--- config.mk ---
export PLATFORM = sky130hd
export DESIGN_NAME = terminal_line_editor_unit
export DESIGN_NICKNAME = d
export VERILOG_FILES = /design/src/rtl/core/tle_pkg.sv /design/src/rtl/core/tle_front.sv /design/src/rtl/core/tle_queue.sv /design/src/rtl/core/tle_back.sv /design/src/rtl/core/terminal_line_editor_unit.sv
export SDC_FILE = /design/constraint.sdc
export NUM_CORES = 1
export LEC_CHECK = 0
export ABC_AREA = 1
export CORE_MARGIN = 4
export CORE_UTILIZATION = 55
export DETAILED_ROUTE_END_ITERATION = 16
export DONT_BUFFER_PORTS = 1
export PLACE_DENSITY = 0.8
export SYNTH_ARGS = -nofsm -noshare
export SYNTH_HDL_FRONTEND = slang
export SYNTH_SLANG_ARGS = --single-unit
--- constraint.sdc ---
create_clock -name i_clk -period 6.8 [get_ports i_clk]
set_input_delay 2.04 -clock i_clk [delete_from_list [all_inputs] [get_ports i_clk]]
set_output_delay 2.04 -clock i_clk [all_outputs]
set_load 0.02 [all_outputs]
--- src/rtl/core/tle_pkg.sv ---
// ----------------------------------------------------------------------------
// tle_pkg
// Shared types and constants for the terminal line editor.
// ----------------------------------------------------------------------------
package tle_pkg;

    // default line length in bytes
    localparam int LINE_DEPTH_DEF = 16;

    // command queue between front and back
    localparam int Q_DEPTH = 2;
    localparam int Q_PTR_W = $clog2(Q_DEPTH);
    localparam int Q_CNT_W = $clog2(Q_DEPTH + 1);

    // result kinds
    localparam logic [1:0] KIND_ECHO = 2'd0;
    localparam logic [1:0] KIND_LINE = 2'd1;
    localparam logic [1:0] KIND_END  = 2'd2;

    // character codes
    localparam logic [7:0] CH_BS  = 8'h08;
    localparam logic [7:0] CH_LF  = 8'h0a;
    localparam logic [7:0] CH_CR  = 8'h0d;
    localparam logic [7:0] CH_ESC = 8'h1b;
    localparam logic [7:0] CH_SP  = 8'h20;
    localparam logic [7:0] CH_GT  = 8'h3e;
    localparam logic [7:0] CH_UP  = 8'h41;
    localparam logic [7:0] CH_DN  = 8'h42;
    localparam logic [7:0] CH_RT  = 8'h43;
    localparam logic [7:0] CH_LT  = 8'h44;
    localparam logic [7:0] CH_LB  = 8'h5b;
    localparam logic [7:0] CH_TIL = 8'h7e;
    localparam logic [7:0] CH_DEL = 8'h7f;

    // operations handed from front to back
    typedef enum logic [2:0] {
        OP_NOP,
        OP_INS,
        OP_DEL,
        OP_NL,
        OP_RIGHT,
        OP_LEFT
    } t_op;

    typedef struct packed {
        logic       prompt;
        t_op        op;
        logic [7:0] data;
    } t_cmd;

endpackage

--- src/rtl/core/tle_front.sv ---
// ----------------------------------------------------------------------------
// tle_front
// Accepts requests, tracks the escape sequence mode and turns each byte into
// an editing command for the back end.
// ----------------------------------------------------------------------------
module tle_front (
    input  logic        i_clk,
    input  logic        i_rst_n,
    input  logic        i_in_valid,
    input  logic        i_action,
    input  logic [7:0]  i_rx_byte,
    input  logic        i_q_full,
    output logic        o_in_stall,
    output logic        o_push,
    output tle_pkg::t_cmd o_cmd
);
    import tle_pkg::*;

    typedef enum logic [1:0] {
        M_DATA,
        M_ESC,
        M_CSI,
        M_DONE
    } t_mode;

    t_mode r_mode;
    t_mode n_mode;
    t_mode m_cur;
    t_op   op;
    logic  prompt;
    logic  accept;

    assign o_in_stall = i_q_full;
    assign accept     = i_in_valid && !i_q_full;

    // classify the request
    always_comb begin
        prompt = (r_mode == M_DONE);
        m_cur  = prompt ? M_DATA : r_mode;
        op     = OP_NOP;
        n_mode = m_cur;
        if (i_action) begin
            if (i_rx_byte == CH_ESC) begin
                n_mode = M_ESC;
            end else if (i_rx_byte == CH_DEL) begin
                op     = OP_DEL;
                n_mode = M_DATA;
            end else if (i_rx_byte == CH_CR || i_rx_byte == CH_LF) begin
                op     = OP_NL;
                n_mode = M_DONE;
            end else if (m_cur == M_ESC) begin
                if (i_rx_byte == CH_LB) begin
                    n_mode = M_CSI;
                end else if (i_rx_byte == CH_TIL) begin
                    n_mode = M_DATA;
                end
            end else if (m_cur == M_CSI) begin
                if (i_rx_byte == CH_UP || i_rx_byte == CH_DN || i_rx_byte == CH_TIL) begin
                    n_mode = M_DATA;
                end else if (i_rx_byte == CH_RT) begin
                    op     = OP_RIGHT;
                    n_mode = M_DATA;
                end else if (i_rx_byte == CH_LT) begin
                    op     = OP_LEFT;
                    n_mode = M_DATA;
                end
            end else begin
                op = OP_INS;
            end
        end
    end

    // commands with no operation and no prompt due cannot give a result and are not queued
    assign o_push      = accept && (prompt || op != OP_NOP);
    assign o_cmd.prompt = prompt;
    assign o_cmd.op     = op;
    assign o_cmd.data   = i_rx_byte;

    always_ff @(posedge i_clk) begin
        if (!i_rst_n) begin
            r_mode <= M_DONE;
        end else if (accept) begin
            r_mode <= n_mode;
        end
    end

endmodule

--- src/rtl/core/tle_queue.sv ---
// ----------------------------------------------------------------------------
// tle_queue
// Short command queue that decouples the front from the back end.
// ----------------------------------------------------------------------------
module tle_queue (
    input  logic          i_clk,
    input  logic          i_rst_n,
    input  logic          i_push,
    input  tle_pkg::t_cmd i_cmd,
    input  logic          i_pop,
    output logic          o_full,
    output logic          o_empty,
    output tle_pkg::t_cmd o_cmd
);
    import tle_pkg::*;

    t_cmd                r_q [Q_DEPTH];
    logic [Q_PTR_W-1:0]  r_wr_ptr;
    logic [Q_PTR_W-1:0]  r_rd_ptr;
    logic [Q_CNT_W-1:0]  r_count;
    logic                do_push;
    logic                do_pop;

    assign o_full  = (r_count == Q_CNT_W'(Q_DEPTH));
    assign o_empty = (r_count == '0);
    assign o_cmd   = r_q[r_rd_ptr];
    assign do_push = i_push && !o_full;
    assign do_pop  = i_pop && !o_empty;

    function automatic logic [Q_PTR_W-1:0] ptr_inc(input logic [Q_PTR_W-1:0] p);
        ptr_inc = (p == Q_PTR_W'(Q_DEPTH - 1)) ? '0 : p + 1'b1;
    endfunction

    // storage
    always_ff @(posedge i_clk) begin
        if (do_push) begin
            r_q[r_wr_ptr] <= i_cmd;
        end
    end

    // pointers and fill level
    always_ff @(posedge i_clk) begin
        if (!i_rst_n) begin
            r_wr_ptr <= '0;
            r_rd_ptr <= '0;
            r_count  <= '0;
        end else begin
            if (do_push) begin
                r_wr_ptr <= ptr_inc(r_wr_ptr);
            end
            if (do_pop) begin
                r_rd_ptr <= ptr_inc(r_rd_ptr);
            end
            if (do_push && !do_pop) begin
                r_count <= r_count + 1'b1;
            end else if (do_pop && !do_push) begin
                r_count <= r_count - 1'b1;
            end
        end
    end

endmodule

--- src/rtl/core/tle_back.sv ---
// ----------------------------------------------------------------------------
// tle_back
// Carries out editing commands on the line memory and sends the echo, line
// and end-marker results through a one-deep hold stage and output register.
// ----------------------------------------------------------------------------
module tle_back #(
    parameter int LINE_DEPTH = tle_pkg::LINE_DEPTH_DEF
) (
    input  logic          i_clk,
    input  logic          i_rst_n,
    input  logic          i_q_empty,
    input  tle_pkg::t_cmd i_cmd,
    output logic          o_pop,
    output logic          o_out_valid,
    input  logic          i_out_stall,
    output logic [1:0]    o_kind,
    output logic [7:0]    o_out_byte,
    output logic          o_last
);
    import tle_pkg::*;

    localparam int CNT_W  = $clog2(LINE_DEPTH + 1);
    localparam int ADDR_W = $clog2(LINE_DEPTH);

    typedef enum logic [4:0] {
        S_IDLE, S_PRM0, S_PRM1, S_DISP,
        S_IRD, S_IEM, S_BS,
        S_DBS, S_DRD, S_DEM, S_DSP, S_DBS2,
        S_RRD, S_REM, S_LFT,
        S_CR, S_LF, S_NRD, S_NEM, S_NEND,
        S_FIN
    } t_state;

    t_state             r_state;
    t_cmd               r_cmd;
    logic [CNT_W-1:0]   r_cur;
    logic [CNT_W-1:0]   r_len;
    logic [CNT_W-1:0]   r_idx;
    logic [CNT_W-1:0]   r_cnt;
    logic [7:0]         r_carry;
    logic [7:0]         r_rdata;
    logic [7:0]         r_line_mem [LINE_DEPTH];
    logic               r_pend_valid;
    logic [1:0]         r_pend_kind;
    logic [7:0]         r_pend_byte;
    logic               r_out_valid;
    logic [1:0]         r_kind;
    logic [7:0]         r_byte;
    logic               r_last;

    logic               emit_req;
    logic [1:0]         e_kind;
    logic [7:0]         e_byte;
    logic               fin;
    logic               out_free;
    logic               emit_ok;
    logic               do_emit;
    logic               fin_load;
    logic               mem_we;
    logic [7:0]         mem_wdata;
    logic [CNT_W-1:0]   rd_idx;

    // result produced in the current state
    always_comb begin
        emit_req = 1'b0;
        e_kind   = KIND_ECHO;
        e_byte   = '0;
        fin      = 1'b0;
        case (r_state)
            S_PRM0: begin
                emit_req = 1'b1;
                e_byte   = CH_GT;
            end
            S_PRM1, S_DSP: begin
                emit_req = 1'b1;
                e_byte   = CH_SP;
            end
            S_IEM: begin
                emit_req = 1'b1;
                e_byte   = r_carry;
            end
            S_BS: begin
                emit_req = (r_cnt != '0);
                e_byte   = CH_BS;
            end
            S_DBS, S_DBS2, S_LFT: begin
                emit_req = 1'b1;
                e_byte   = CH_BS;
            end
            S_DEM, S_REM: begin
                emit_req = 1'b1;
                e_byte   = r_rdata;
            end
            S_CR: begin
                emit_req = 1'b1;
                e_byte   = CH_CR;
            end
            S_LF: begin
                emit_req = 1'b1;
                e_byte   = CH_LF;
            end
            S_NEM: begin
                emit_req = 1'b1;
                e_kind   = KIND_LINE;
                e_byte   = r_rdata;
            end
            S_NEND: begin
                emit_req = 1'b1;
                e_kind   = KIND_END;
            end
            S_FIN: begin
                fin = 1'b1;
            end
            default: begin
                emit_req = 1'b0;
            end
        endcase
    end

    assign out_free  = !r_out_valid || !i_out_stall;
    assign emit_ok   = !r_pend_valid || out_free;
    assign do_emit   = emit_req && emit_ok;
    assign fin_load  = fin && r_pend_valid && out_free;
    assign o_pop     = (r_state == S_IDLE) && !i_q_empty;

    // line memory: one write and one registered read per cycle
    // delete reads one place above the slot it writes, also while it waits
    assign mem_we    = do_emit && (r_state == S_IEM || r_state == S_DEM);
    assign mem_wdata = (r_state == S_IEM) ? r_carry : r_rdata;
    assign rd_idx    = (r_state == S_DRD || r_state == S_DEM) ? r_idx + 1'b1 : r_idx;

    always_ff @(posedge i_clk) begin
        if (mem_we) begin
            r_line_mem[r_idx[ADDR_W-1:0]] <= mem_wdata;
        end
        r_rdata <= r_line_mem[rd_idx[ADDR_W-1:0]];
    end

    // sequencer, hold stage and output register
    always_ff @(posedge i_clk) begin
        if (!i_rst_n) begin
            r_state      <= S_IDLE;
            r_cur        <= '0;
            r_len        <= '0;
            r_pend_valid <= 1'b0;
            r_out_valid  <= 1'b0;
        end else begin
            // hold stage: the held result is known to be last only at the end
            if (do_emit) begin
                r_pend_valid <= 1'b1;
                r_pend_kind  <= e_kind;
                r_pend_byte  <= e_byte;
            end else if (fin_load) begin
                r_pend_valid <= 1'b0;
            end
            if ((do_emit && r_pend_valid) || fin_load) begin
                r_out_valid <= 1'b1;
                r_kind      <= r_pend_kind;
                r_byte      <= r_pend_byte;
                r_last      <= fin;
            end else if (r_out_valid && !i_out_stall) begin
                r_out_valid <= 1'b0;
            end

            case (r_state)
                S_IDLE: begin
                    if (!i_q_empty) begin
                        r_cmd   <= i_cmd;
                        r_state <= i_cmd.prompt ? S_PRM0 : S_DISP;
                    end
                end
                S_PRM0: begin
                    if (emit_ok) r_state <= S_PRM1;
                end
                S_PRM1: begin
                    if (emit_ok) r_state <= S_DISP;
                end
                S_DISP: begin
                    case (r_cmd.op)
                        OP_INS: begin
                            if (r_len >= CNT_W'(LINE_DEPTH)) begin
                                r_state <= S_FIN;
                            end else begin
                                r_idx   <= r_cur;
                                r_carry <= r_cmd.data;
                                r_state <= S_IRD;
                            end
                        end
                        OP_DEL: begin
                            if (r_cur == '0) begin
                                r_state <= S_FIN;
                            end else begin
                                r_cur   <= r_cur - 1'b1;
                                r_len   <= r_len - 1'b1;
                                r_idx   <= r_cur - 1'b1;
                                r_state <= S_DBS;
                            end
                        end
                        OP_NL: begin
                            r_state <= S_CR;
                        end
                        OP_RIGHT: begin
                            if (r_cur < r_len) begin
                                r_idx   <= r_cur;
                                r_state <= S_RRD;
                            end else begin
                                r_state <= S_FIN;
                            end
                        end
                        OP_LEFT: begin
                            r_state <= (r_cur != '0) ? S_LFT : S_FIN;
                        end
                        default: begin
                            r_state <= S_FIN;
                        end
                    endcase
                end
                // insert: walk up from the cursor, writing the carried byte
                S_IRD: begin
                    r_state <= S_IEM;
                end
                S_IEM: begin
                    if (emit_ok) begin
                        r_carry <= r_rdata;
                        if (r_idx == r_len) begin
                            r_len   <= r_len + 1'b1;
                            r_cur   <= r_cur + 1'b1;
                            r_cnt   <= r_len - r_cur;
                            r_state <= S_BS;
                        end else begin
                            r_idx   <= r_idx + 1'b1;
                            r_state <= S_IRD;
                        end
                    end
                end
                // cursor return backspaces
                S_BS: begin
                    if (r_cnt == '0) begin
                        r_state <= S_FIN;
                    end else if (emit_ok) begin
                        r_cnt <= r_cnt - 1'b1;
                    end
                end
                // delete: pull the tail down one place
                S_DBS: begin
                    if (emit_ok) r_state <= S_DRD;
                end
                S_DRD: begin
                    r_state <= (r_idx >= r_len) ? S_DSP : S_DEM;
                end
                S_DEM: begin
                    if (emit_ok) begin
                        r_idx   <= r_idx + 1'b1;
                        r_state <= S_DRD;
                    end
                end
                S_DSP: begin
                    if (emit_ok) r_state <= S_DBS2;
                end
                S_DBS2: begin
                    if (emit_ok) begin
                        r_cnt   <= r_len - r_cur;
                        r_state <= S_BS;
                    end
                end
                // cursor moves
                S_RRD: begin
                    r_state <= S_REM;
                end
                S_REM: begin
                    if (emit_ok) begin
                        r_cur   <= r_cur + 1'b1;
                        r_state <= S_FIN;
                    end
                end
                S_LFT: begin
                    if (emit_ok) begin
                        r_cur   <= r_cur - 1'b1;
                        r_state <= S_FIN;
                    end
                end
                // end of line: CR LF, line bytes, end marker
                S_CR: begin
                    if (emit_ok) r_state <= S_LF;
                end
                S_LF: begin
                    if (emit_ok) begin
                        r_idx   <= '0;
                        r_state <= S_NRD;
                    end
                end
                S_NRD: begin
                    r_state <= (r_idx >= r_len) ? S_NEND : S_NEM;
                end
                S_NEM: begin
                    if (emit_ok) begin
                        r_idx   <= r_idx + 1'b1;
                        r_state <= S_NRD;
                    end
                end
                S_NEND: begin
                    if (emit_ok) begin
                        r_cur   <= '0;
                        r_len   <= '0;
                        r_state <= S_FIN;
                    end
                end
                S_FIN: begin
                    if (!r_pend_valid || out_free) r_state <= S_IDLE;
                end
                default: begin
                    r_state <= S_IDLE;
                end
            endcase
        end
    end

    assign o_out_valid = r_out_valid;
    assign o_kind      = r_kind;
    assign o_out_byte  = r_byte;
    assign o_last      = r_last;

    // a command never leaves a result behind in the hold stage
    a_idle_no_pend: assert property (@(posedge i_clk) disable iff (!i_rst_n)
        (r_state == S_IDLE) |-> !r_pend_valid)
        else $error("result left in hold stage between commands");

    // cursor stays inside the line, line inside the memory
    a_cur_in_line: assert property (@(posedge i_clk) disable iff (!i_rst_n)
        (r_cur <= r_len) && (r_len <= CNT_W'(LINE_DEPTH)))
        else $error("cursor or length out of range");

    // a result marked last is followed by an idle sequencer
    a_last_ends: assert property (@(posedge i_clk) disable iff (!i_rst_n)
        fin_load |=> (r_state == S_IDLE) && r_out_valid && r_last)
        else $error("last result not closing the command");

endmodule

--- src/rtl/core/terminal_line_editor_unit.sv ---
// ----------------------------------------------------------------------------
// terminal_line_editor_unit
// Line editor for a serial console with cursor keys and backspace.
// ----------------------------------------------------------------------------
// Input channel: i_in_valid / o_in_stall carry one request, either an idle
// tick (i_action low) or a received byte in i_rx_byte. Output channel:
// o_out_valid / i_out_stall carry result bytes tagged by o_kind (echo, line
// byte, end marker); o_last marks the final result of a request.
// The front decodes escape sequences and queues editing commands (two deep);
// the back edits a line memory with one registered read port and emits the
// results. A request is accepted while the queue has room.
// With the back idle, an accepted request goes through the queue, the back
// sequencer, the hold stage and the output register to its first result.
// Throughput is set by the back sequencer, one memory step or one result per
// cycle while the output does not stall. Insert and delete work grows with
// the bytes behind the cursor, end of line with the line length; a pending
// prompt adds its echo. Idle ticks with nothing to echo are not queued.
// Reset: line empty, cursor at zero, prompt pending; the line memory needs
// no clearing. A stall on the output holds the output register and the back
// sequencer; the front keeps accepting until the queue is full.
// ----------------------------------------------------------------------------
module terminal_line_editor_unit #(
    parameter int LINE_DEPTH = tle_pkg::LINE_DEPTH_DEF
) (
    input  logic       i_clk,
    input  logic       i_rst_n,
    input  logic       i_in_valid,
    output logic       o_in_stall,
    input  logic       i_action,
    input  logic [7:0] i_rx_byte,
    output logic       o_out_valid,
    input  logic       i_out_stall,
    output logic [1:0] o_kind,
    output logic [7:0] o_out_byte,
    output logic       o_last
);
    import tle_pkg::*;

    t_cmd push_cmd;
    t_cmd head_cmd;
    logic push;
    logic pop;
    logic q_full;
    logic q_empty;

    tle_front u_front (
        .i_clk      (i_clk),
        .i_rst_n    (i_rst_n),
        .i_in_valid (i_in_valid),
        .i_action   (i_action),
        .i_rx_byte  (i_rx_byte),
        .i_q_full   (q_full),
        .o_in_stall (o_in_stall),
        .o_push     (push),
        .o_cmd      (push_cmd)
    );

    tle_queue u_queue (
        .i_clk   (i_clk),
        .i_rst_n (i_rst_n),
        .i_push  (push),
        .i_cmd   (push_cmd),
        .i_pop   (pop),
        .o_full  (q_full),
        .o_empty (q_empty),
        .o_cmd   (head_cmd)
    );

    tle_back #(
        .LINE_DEPTH (LINE_DEPTH)
    ) u_back (
        .i_clk       (i_clk),
        .i_rst_n     (i_rst_n),
        .i_q_empty   (q_empty),
        .i_cmd       (head_cmd),
        .o_pop       (pop),
        .o_out_valid (o_out_valid),
        .i_out_stall (i_out_stall),
        .o_kind      (o_kind),
        .o_out_byte  (o_out_byte),
        .o_last      (o_last)
    );

endmodule

==> summary.txt <==
Status
  – Status: finished, final reports clean

STA
  – Max Slew Vio Count: 0
  – Setup TNS: 0 ps
  – Skew final: 11.1 ps
  – Number of hold violations in the final report: 0
  – Final setup violation count: 0
  – Fmax: between 200 and 300 MHz
  – Final period utilization: 0.527
  – Relative slew margins: 0.255
  – Tightest Pin Transition: approximately 1100 ps
  – Fin crit period: approximately 3600 ps
  – RSZ-0062 raised after global routing: no

CTS
  – Clock latency on the worst-skew pair: between 500 and 600 ps
  – CTS Sinks: ~230
  – Clock buffer depth: 3
  – Cts hold-fix bufs: 0
  – Reg clk slew, reported paths: around 60 ps
  – Post-CTS sizing: 0
  – CTS tree: yes
  – Htree depth: 1
  – Postcts setup bufs: 0
  – Inserted Clock Buffers: 24
  – Root Buffer: clkbuf_16

Drt
  – DRT iter0 DRCs: around 950
  – Vias: ~8,400
  – DRT Pass-1 Iters: 5
  – Total Wirelength: between 20,000 and 30,000 um
  – Residual DRC: 0
  – Vias per cell: 5.51
  – Drt wl/cell: approximately 17 um
  – Remaining antenna violation count: 0

Layout
  – Net count reported at finish: about 1,300
  – Final Non-Filler Cells: around 1,500
  – Area grow syn2layout: 8.56%
  – Share of layout cells above drive strength 1: 0.0697
  – Diode count: 0

Setup path
  – Crit path capture: u_queue.r_q[0][7]
  – Reg2Reg Capture Point: u_back.r_line_mem[12][0]
  – Worst path arrival time: 3720 ps
  – Critical path origin: i_rx_byte[7]
  – CP Class: input port to flop
  – FF-to-FF path depth: 10
  – Worst r2r src: u_back.r_state[0]
  – WP data required: slightly below 7000 ps
  – Crit. End Element: flop
  – Worst-path fanout max: 12
  – R2r setup slk: 3430 ps
  – Startpoint Class: input port

Synth
  – Synth warn: 0
  – Synth area leader: edfxtp_1
  – Synth Net Count: around 1,300
  – Synth Cell Area: 11,500 um^2
  – Most numerous cell in the Yosys netlist: nand2_1
  – Synth top area share: 0.529
  – Number of synthesized flops with an enable pin: around 200
  – Commonest cells post-synth: nand2_1 (331), edfxtp_1 (202), inv_1 (191)
  – Main area contributors after synthesis: edfxtp_1 (53%), nand2_1 (11%), inv_1 (6.3%)
  – Post-synthesis cell count: between 1,000 and 1,500
  – Async set-reset flop share out of synthesis: 0
  – Syn avg cell area: 9.33 um^2
  – Sequential-to-total area share from yosys stat: 0.585
  – Synth cell types: 43
  – Yosys reg bits: approximately 230
  – Synth Flop Type: edfxtp_1

Global routing
  – GR Util All Layers: 0.215
  – Largest net degree at the start of global routing: 65
  – Initial antenna violation count: 0
  – Congestion Overflow GR: 0
  – Vias in the first global route: 7,954
  – First-pass GRT wire length: 40,900 um

Min path
  – Hold Crit Class: flop to flop

Floorplan
  – Area of the core: between 20,000 and 25,000 um^2
  – Die ar.: roughly 23,000 um^2
  – Die height: 152 um
  – # rows: 52
  – Starting Density: 0.563
  – Chip width: around 150 um
  – I/O Pins: 26

Power
  – VDD IR max: between 200 and 300 uV
  – Cell Pwr Density: approximately 340 nW/um^2
  – Leak: between 5 and 6 nW

Placed design
  – Final Wtd Congestion: 0.952
  – Hpwl dp: 16,800 um
  – Port bufs: 0
  – DP Cell Count: 1,475

Job
  – Max-cap violation count: 0
==> flip-flops by register name, indices dropped and copies added (netlist names), 2 cells and up, named ones only <==
register / count
u_front.r_mode: 2
u_back.r_carry: 8
u_back.r_state: 5
u_queue.r_count: 2
u_back.r_len: 5
u_back.r_pend_byte: 8
u_back.r_line_mem: 128
u_back.r_cnt: 5
u_back.r_cmd: 11
u_back.r_idx: 5
u_back.r_rdata: 8
u_back.o_kind: 2
u_back.r_pend_kind: 2
u_back.o_out_byte: 8
u_queue.r_q: 24
u_back.r_cur: 5
==> metrics by stage <==
step / worst slack (ps) / utilization / hold slack (ps) / power, mW / cell area (um^2)
final: 3210 / 0.611 / 412 / 4.17 / 12400
after global routing: 2970 / 0.611 / 409 / 4.38 / 12400
after CTS: 3190 / 0.611 / 412 / 4.17 / 12400
after detailed placement: 2660 / 0.573 / 405 / 2.90 / 11700
after global placement: 2780 / 0.573 / 407 / 2.87 / 11700
after floorplan: 3110 / - / 400 / 2.61 / 11500
==> routing by layer <==
| metal | routed length, um | up-vias | GRT usage |
|---|---|---|---|
| li1 | - | 4050 | - |
| met1 | 10500 | 3917 | 0.290 |
| met2 | 12300 | 320 | 0.360 |
| met3 | 1480 | 77 | 0.0290 |
| met4 | 865 | 0 | 0.0749 |
| met5 | 0 | - | 0 |
==> layout make-up <==
cell class                 instances  area, um^2
fill                            1642        7920
sequential                       234        6710
inverter                         197         742
tap                              270         338
timing repair buffer               8        60.1
clock buffer                      32         641
clock inverter                    12         129
multi-input combinational        766        3820
==> critical path: stages <==
cell	delay, ps
inv_1	50
nand2_1	80
nor2_1	130
nand3_1	120
a21oi_1	280
nor2_1	70
nand3_1	110
nand2_1	80
nor2_1	750
==> power by group <==
| part | leakage (nW) | switching, mW | internal, mW | total [mW] |
|---|---|---|---|---|
| Sequential | 2.10 | 0.103 | 1.79 | 1.90 |
| Combinational | 2.79 | 0.677 | 0.313 | 0.990 |
| Clock | 0.374 | 0.541 | 0.743 | 1.28 |
| Total | 5.26 | 1.32 | 2.85 | 4.17 |
==> worst min path at each step <==
| stage | endpoint | depth (start not counted) | startpoint | slack (ps) |
|---|---|---|---|---|
| final | u_back.o_kind[0] | 0 | u_back.r_pend_kind[0] | 410 |
| after global routing | u_back.o_out_byte[6] | 0 | u_back.r_pend_byte[6] | 410 |
| after CTS | u_back.o_out_byte[6] | 0 | u_back.r_pend_byte[6] | 410 |
| after detailed placement | u_back.o_out_byte[6] | 0 | u_back.r_pend_byte[6] | 400 |
| after global placement | u_back.o_out_byte[3] | 0 | u_back.r_pend_byte[3] | 410 |
| after floorplan | u_back.o_kind[0] | 0 | u_back.r_pend_kind[0] | 400 |
==> logic make-up after synthesis <==
| kind of cell | count (synthesis) | synth area share |
|---|---|---|
| simple gates | 596 | 0.224 |
| buf+inv | 228 | 0.0813 |
| mux | 12 | 0.0117 |
| compound gates | 122 | 0.0606 |
| flops | 234 | 0.585 |
| fa+ha+maj | 24 | 0.0275 |
| xor+xnor | 12 | 0.00917 |
==> placed cells by master, fill, tap and decap left out, types with 5 or more instances in the layout <==
master	Yosys	final
nor2_1	92	92
a21oi_1	36	36
nand3_1	130	130
edfxtp_1	202	202
nand2_1	331	331
dfxtp_1	32	32
clkbuf_1	4	7
inv_1	191	191
nor3_1	6	6
ha_1	22	22
nand4_1	10	10
clkbuf_16	0	24
o211ai_1	8	8
mux2_2	11	11
buf_4	9	8
o21ai_1	0	7
nor2_2	6	6
xor2_1	8	8
inv_2	5	5
o21ai_0	58	50
Power figures use the tool's default switching activity.
